[src/plf_pkg.sv]
// Package for the prefixed line filter.
// Holds shared widths, byte codes, register indexes, line phase type and queue entry type.
package plf_pkg;

	localparam int BYTE_W = 8;
	localparam int LEN_W  = 10;

	localparam logic [BYTE_W-1:0] LF_BYTE = 8'h0A;
	localparam logic [BYTE_W-1:0] CR_BYTE = 8'h0D;

	localparam logic [LEN_W-1:0]  MAX_CHARS_RST = 10'd255;
	localparam logic [BYTE_W-1:0] PREFIX_RST    = 8'h23;

	typedef enum logic {
		CFG_MAX_CHARS = 1'b0,
		CFG_PREFIX    = 1'b1
	} cfg_idx_t;

	typedef enum logic {
		KIND_BYTE = 1'b0,
		KIND_END  = 1'b1
	} kind_t;

	typedef enum logic [2:0] {
		PH_START  = 3'b001,
		PH_ACCEPT = 3'b010,
		PH_REJECT = 3'b100
	} phase_t;

	typedef struct packed {
		logic [LEN_W-1:0]  max_chars;
		logic [BYTE_W-1:0] prefix_char;
	} cfg_t;

	// One queue entry holds what one input byte causes: a kept byte, an end marker, or both.
	typedef struct packed {
		logic              has_byte;
		logic [BYTE_W-1:0] byte_val;
		logic              has_end;
		logic [LEN_W-1:0]  len;
	} entry_t;

	typedef struct packed {
		logic   empty;
		entry_t head;
	} q_status_t;

endpackage

[src/plf_queue.sv]
// Short queue of result entries between the front and back parts.
// Depends on plf_pkg for the entry type.
module plf_queue import plf_pkg::*; #(
	parameter int DEPTH = 4
) (
	input  logic      clk,
	input  logic      arst_n,
	input  logic      push,
	input  entry_t    push_entry,
	input  logic      pop,
	output logic      full,
	output q_status_t status
);

	localparam int AW = (DEPTH > 1) ? $clog2(DEPTH) : 1;
	localparam int CW = $clog2(DEPTH + 1);

	entry_t         slots_q [DEPTH];
	logic [AW-1:0]  wr_ptr_q, rd_ptr_q;
	logic [CW-1:0]  count_q;

	assign full          = (count_q == CW'(DEPTH));
	assign status.empty  = (count_q == '0);
	assign status.head   = slots_q[rd_ptr_q];

	always_ff @(posedge clk) begin
		if (push) begin
			slots_q[wr_ptr_q] <= push_entry;
		end
	end

	always_ff @(posedge clk or negedge arst_n) begin
		if (!arst_n) begin
			wr_ptr_q <= '0;
			rd_ptr_q <= '0;
			count_q  <= '0;
		end else begin
			if (push) begin
				wr_ptr_q <= (wr_ptr_q == AW'(DEPTH - 1)) ? '0 : wr_ptr_q + AW'(1);
			end
			if (pop) begin
				rd_ptr_q <= (rd_ptr_q == AW'(DEPTH - 1)) ? '0 : rd_ptr_q + AW'(1);
			end
			if (push && !pop) begin
				count_q <= count_q + CW'(1);
			end else if (pop && !push) begin
				count_q <= count_q - CW'(1);
			end
		end
	end

endmodule

[config.mk]
export PLATFORM = sky130hd
export DESIGN_NAME = plf_queue
export DESIGN_NICKNAME = d
export VERILOG_FILES = /design/src/plf_pkg.sv /design/src/plf_queue.sv
export SDC_FILE = /design/constraint.sdc
export NUM_CORES = 1
export LEC_CHECK = 0
export BUFFER_PORTS_ARGS = -buffer_cell sky130_fd_sc_hd__buf_4
export CAP_MARGIN = 20
export CORE_ASPECT_RATIO = 0.8
export CORE_MARGIN = 4
export CORE_UTILIZATION = 55
export CTS_CLUSTER_DIAMETER = 100
export DETAILED_ROUTE_END_ITERATION = 8
export GPL_TIMING_DRIVEN = 0
export PLACE_DENSITY = 0.88
export RECOVER_POWER = 25
export SETUP_SLACK_MARGIN = 0.15
export SLEW_MARGIN = 20
export SYNTH_ARGS = -nofsm -noshare
export SYNTH_HDL_FRONTEND = slang
export SYNTH_SLANG_ARGS = --single-unit
[constraint.sdc]
create_clock -name clk -period 3.7 [get_ports clk]
set_input_delay 0.185 -clock clk [delete_from_list [all_inputs] [get_ports clk]]
set_output_delay 0.185 -clock clk [all_outputs]
set_load 0.05 [all_outputs]
==> results_dict.tcl <==
set metrics [dict create \
    powerDensity_nw_per_um2 881 \
    grt_pass1_wl_mm 9.17 \
    rows 24 \
    drc_errors 0 \
    finalHoldViolCount 0 \
    antenna_left 0 \
    cts_sinks 87 \
    place_congestion 0.685 \
    yosysTopAreaCell "edfxtp_1" \
    slowest_stage "mux4_2" \
    drv_slew 0 \
    port_buffers 45 \
    clock_path_buffers 2 \
    ctsResizeCount 0 \
    synthCells 141 \
    totalNegativeSetupSlack_ns 0 \
    finalPower_mw 3.45 \
    utilization 0.693 \
    first_iter_violations 83 \
    fin_crit_ns 2.01 \
    setup.worst_path.end_class "output pin" \
    path_class "flop to output pin" \
    setup-violations-final 0 \
    initial_core_util 0.586 \
    ioPinCount 46 \
    die_h_um 77.3 \
    rsz0062_at_grt "no" \
    vias 1555 \
    grt_overflow 0 \
    synth_edf_count 80 \
    synth_flop_cell "edfxtp_1" \
    die_w_um 94.7 \
    area_delta_synth_final_pct 18.3 \
    synth_area_leaders "edfxtp_1 73%, mux4_2 12%, dfrtp_1 5.3%" \
    async_reset_ff_frac 0.0805 \
    die_area_um2 7320 \
    arrival_ns 1.82 \
    irDropWorstVdd_mv 0.397 \
    grt_max_degree 21 \
    synth_top_area_frac 0.727 \
    layout.cells.non_filler 281 \
    gr-usage-all-layers 0.176 \
    tightest_slew_ns 1.01 \
    synth-seq-cells 87 \
    max_stage_delay_ns 0.55 \
    period_share 0.543 \
    crit_fanout 10 \
    status "complete, no violations" \
    dr.pass1.iters 4 \
    max_cap_viol_count 0 \
    worstPathCellList "buf_6 > mux4_2 > buf_4" \
    place_inst 264 \
    wire_per_inst_um 20.2 \
    drive_gt1_frac 0.340 \
    viasPerCell 5.53 \
    cts_tree "yes" \
    diodes 0 \
    core-area_um2 5650 \
    syn_area_per_cell_um2 23.4 \
    hold_path.class "input pin to flop" \
    power_leakage_nw 1.35 \
    yosys-top-cells-count "80 x edfxtp_1, 18 x mux4_2, 7 x dfrtp_1" \
    netlist_area_um2 3310 \
    dpl.hpwl_mm 3.92 \
    cp-start-kind "flop" \
    yosysMostFrequentCell "edfxtp_1" \
    cts_inserted_buffers 9 \
    routed_wl_mm 5.68 \
    relSlewSlack 0.324 \
    yosys_warnings 0 \
    skew_ns 0.00929 \
    max_freq_ghz 0.498 \
    final_area_um2 3910 \
    syn_nets 172 \
    grt_pass1_vias 1734 \
    clk_latency_ns 0.35 \
    required_ns 3.51 \
    ys_seq_area_frac 0.780 \
    cts_root_buf "clkbuf_8" \
    clk_pin_slew_ns 0.08 \
    yosysUniqueCellTypes 19 \
    antenna_found_initial 0 \
    htree_levels 3 \
    post_dp_cell_area_um2 3740 \
    finalNetCount 229 \
]
logic make-up after synthesis:
kind of cell	Yosys count	synth area share
flops	87	0.780
fa+ha+maj	7	0.0288
xor+xnor	3	0.00795
buf+inv	9	0.0155
compound gates	2	0.00303
mux	23	0.149
simple gates	10	0.0163
placed cells by master, fill, tap and decap left out:
cell | Yosys | layout
and2_1 | 4 | 4
buf_2 | 2 | 2
buf_4 | 0 | 29
buf_6 | 2 | 2
bufinv_16 | 0 | 2
clkbuf_1 | 0 | 16
clkbuf_8 | 0 | 9
clkinv_1 | 0 | 1
clkinvlp_4 | 0 | 3
dfrtp_1 | 7 | 7
dlygate4sd3_1 | 0 | 1
edfxtp_1 | 80 | 80
fa_1 | 1 | 1
ha_1 | 6 | 6
inv_1 | 5 | 5
inv_6 | 0 | 1
mux2_2 | 3 | 3
mux4_1 | 2 | 2
mux4_2 | 18 | 18
nand2_1 | 1 | 1
nand3_1 | 1 | 1
nor2_1 | 2 | 2
nor3_1 | 1 | 1
nor3b_1 | 1 | 1
o21ai_0 | 2 | 2
xnor2_1 | 1 | 1
xor2_1 | 2 | 2
power by group:
part	internal, mW	switching [mW]	leakage (nW)	total [mW]
clock	0.379	0.314	0.0995	0.694
combinational	0.502	0.893	0.438	1.39
sequential	1.28	0.0818	0.818	1.36
total	2.16	1.29	1.35	3.45
through the flow:
step	hold WS, ns	setup WS [ns]
after CTS	0.0148	1.65
after floorplan	-0.111	1.92
after detailed placement	0.00572	1.79
after global routing	0.0238	1.60
after global placement	0.0000400	1.89
final	0.0439	1.69
per-layer routing:
layer	up-vias	share of wire	track usage
met4	0	0.013	0.0519
met1	809	0.38	0.200
met5	-	0	0
met3	11	0.056	0.0667
met2	46	0.55	0.308
li1	689	-	-
sequential cells by signal, summed over array words and instances, names as in the netlist:
register / count
rd_ptr_q: 2
count_q: 3
slots_q: 80
wr_ptr_q: 2
worst max-delay path: cells and delay by family (launching register included):
kind | cells | cell delay, ns
mux | 1 | 0.55
flops | 1 | 0.48
buf+inv | 2 | 0.45
final cells by class:
cell class              count  area, µm²
plain buffers               4       32.5
clock buffers               9        124
clock inverters             7       95.1
fillers                   380       1740
inverters                   5       18.8
multi-input cells          45        677
flip-flops and latches     87       2580
well taps                  78       97.6
repair buffers             46        288
timing repair:
action,4_1_cts,5_1_grt
hold buffers,1,0
buffers inserted,0,0
hold endpoints to repair,7,0
final timing paths:
check                               from             to  slack [ns]  cells after the start
max                          rd_ptr_q[0]      status[6]        1.69                      3
min                        push_entry[3]  slots_q[0][3]        0.04                      1
max reg2reg                  wr_ptr_q[0]  slots_q[0][1]        1.82                      3
min reg2reg                   count_q[2]     count_q[2]        0.49                      1
max in group asynchronous         arst_n     count_q[2]        3.39                      2
min in group asynchronous         arst_n    wr_ptr_q[0]        0.19                      2
Note: power is estimated with default switching activity, not from simulation.
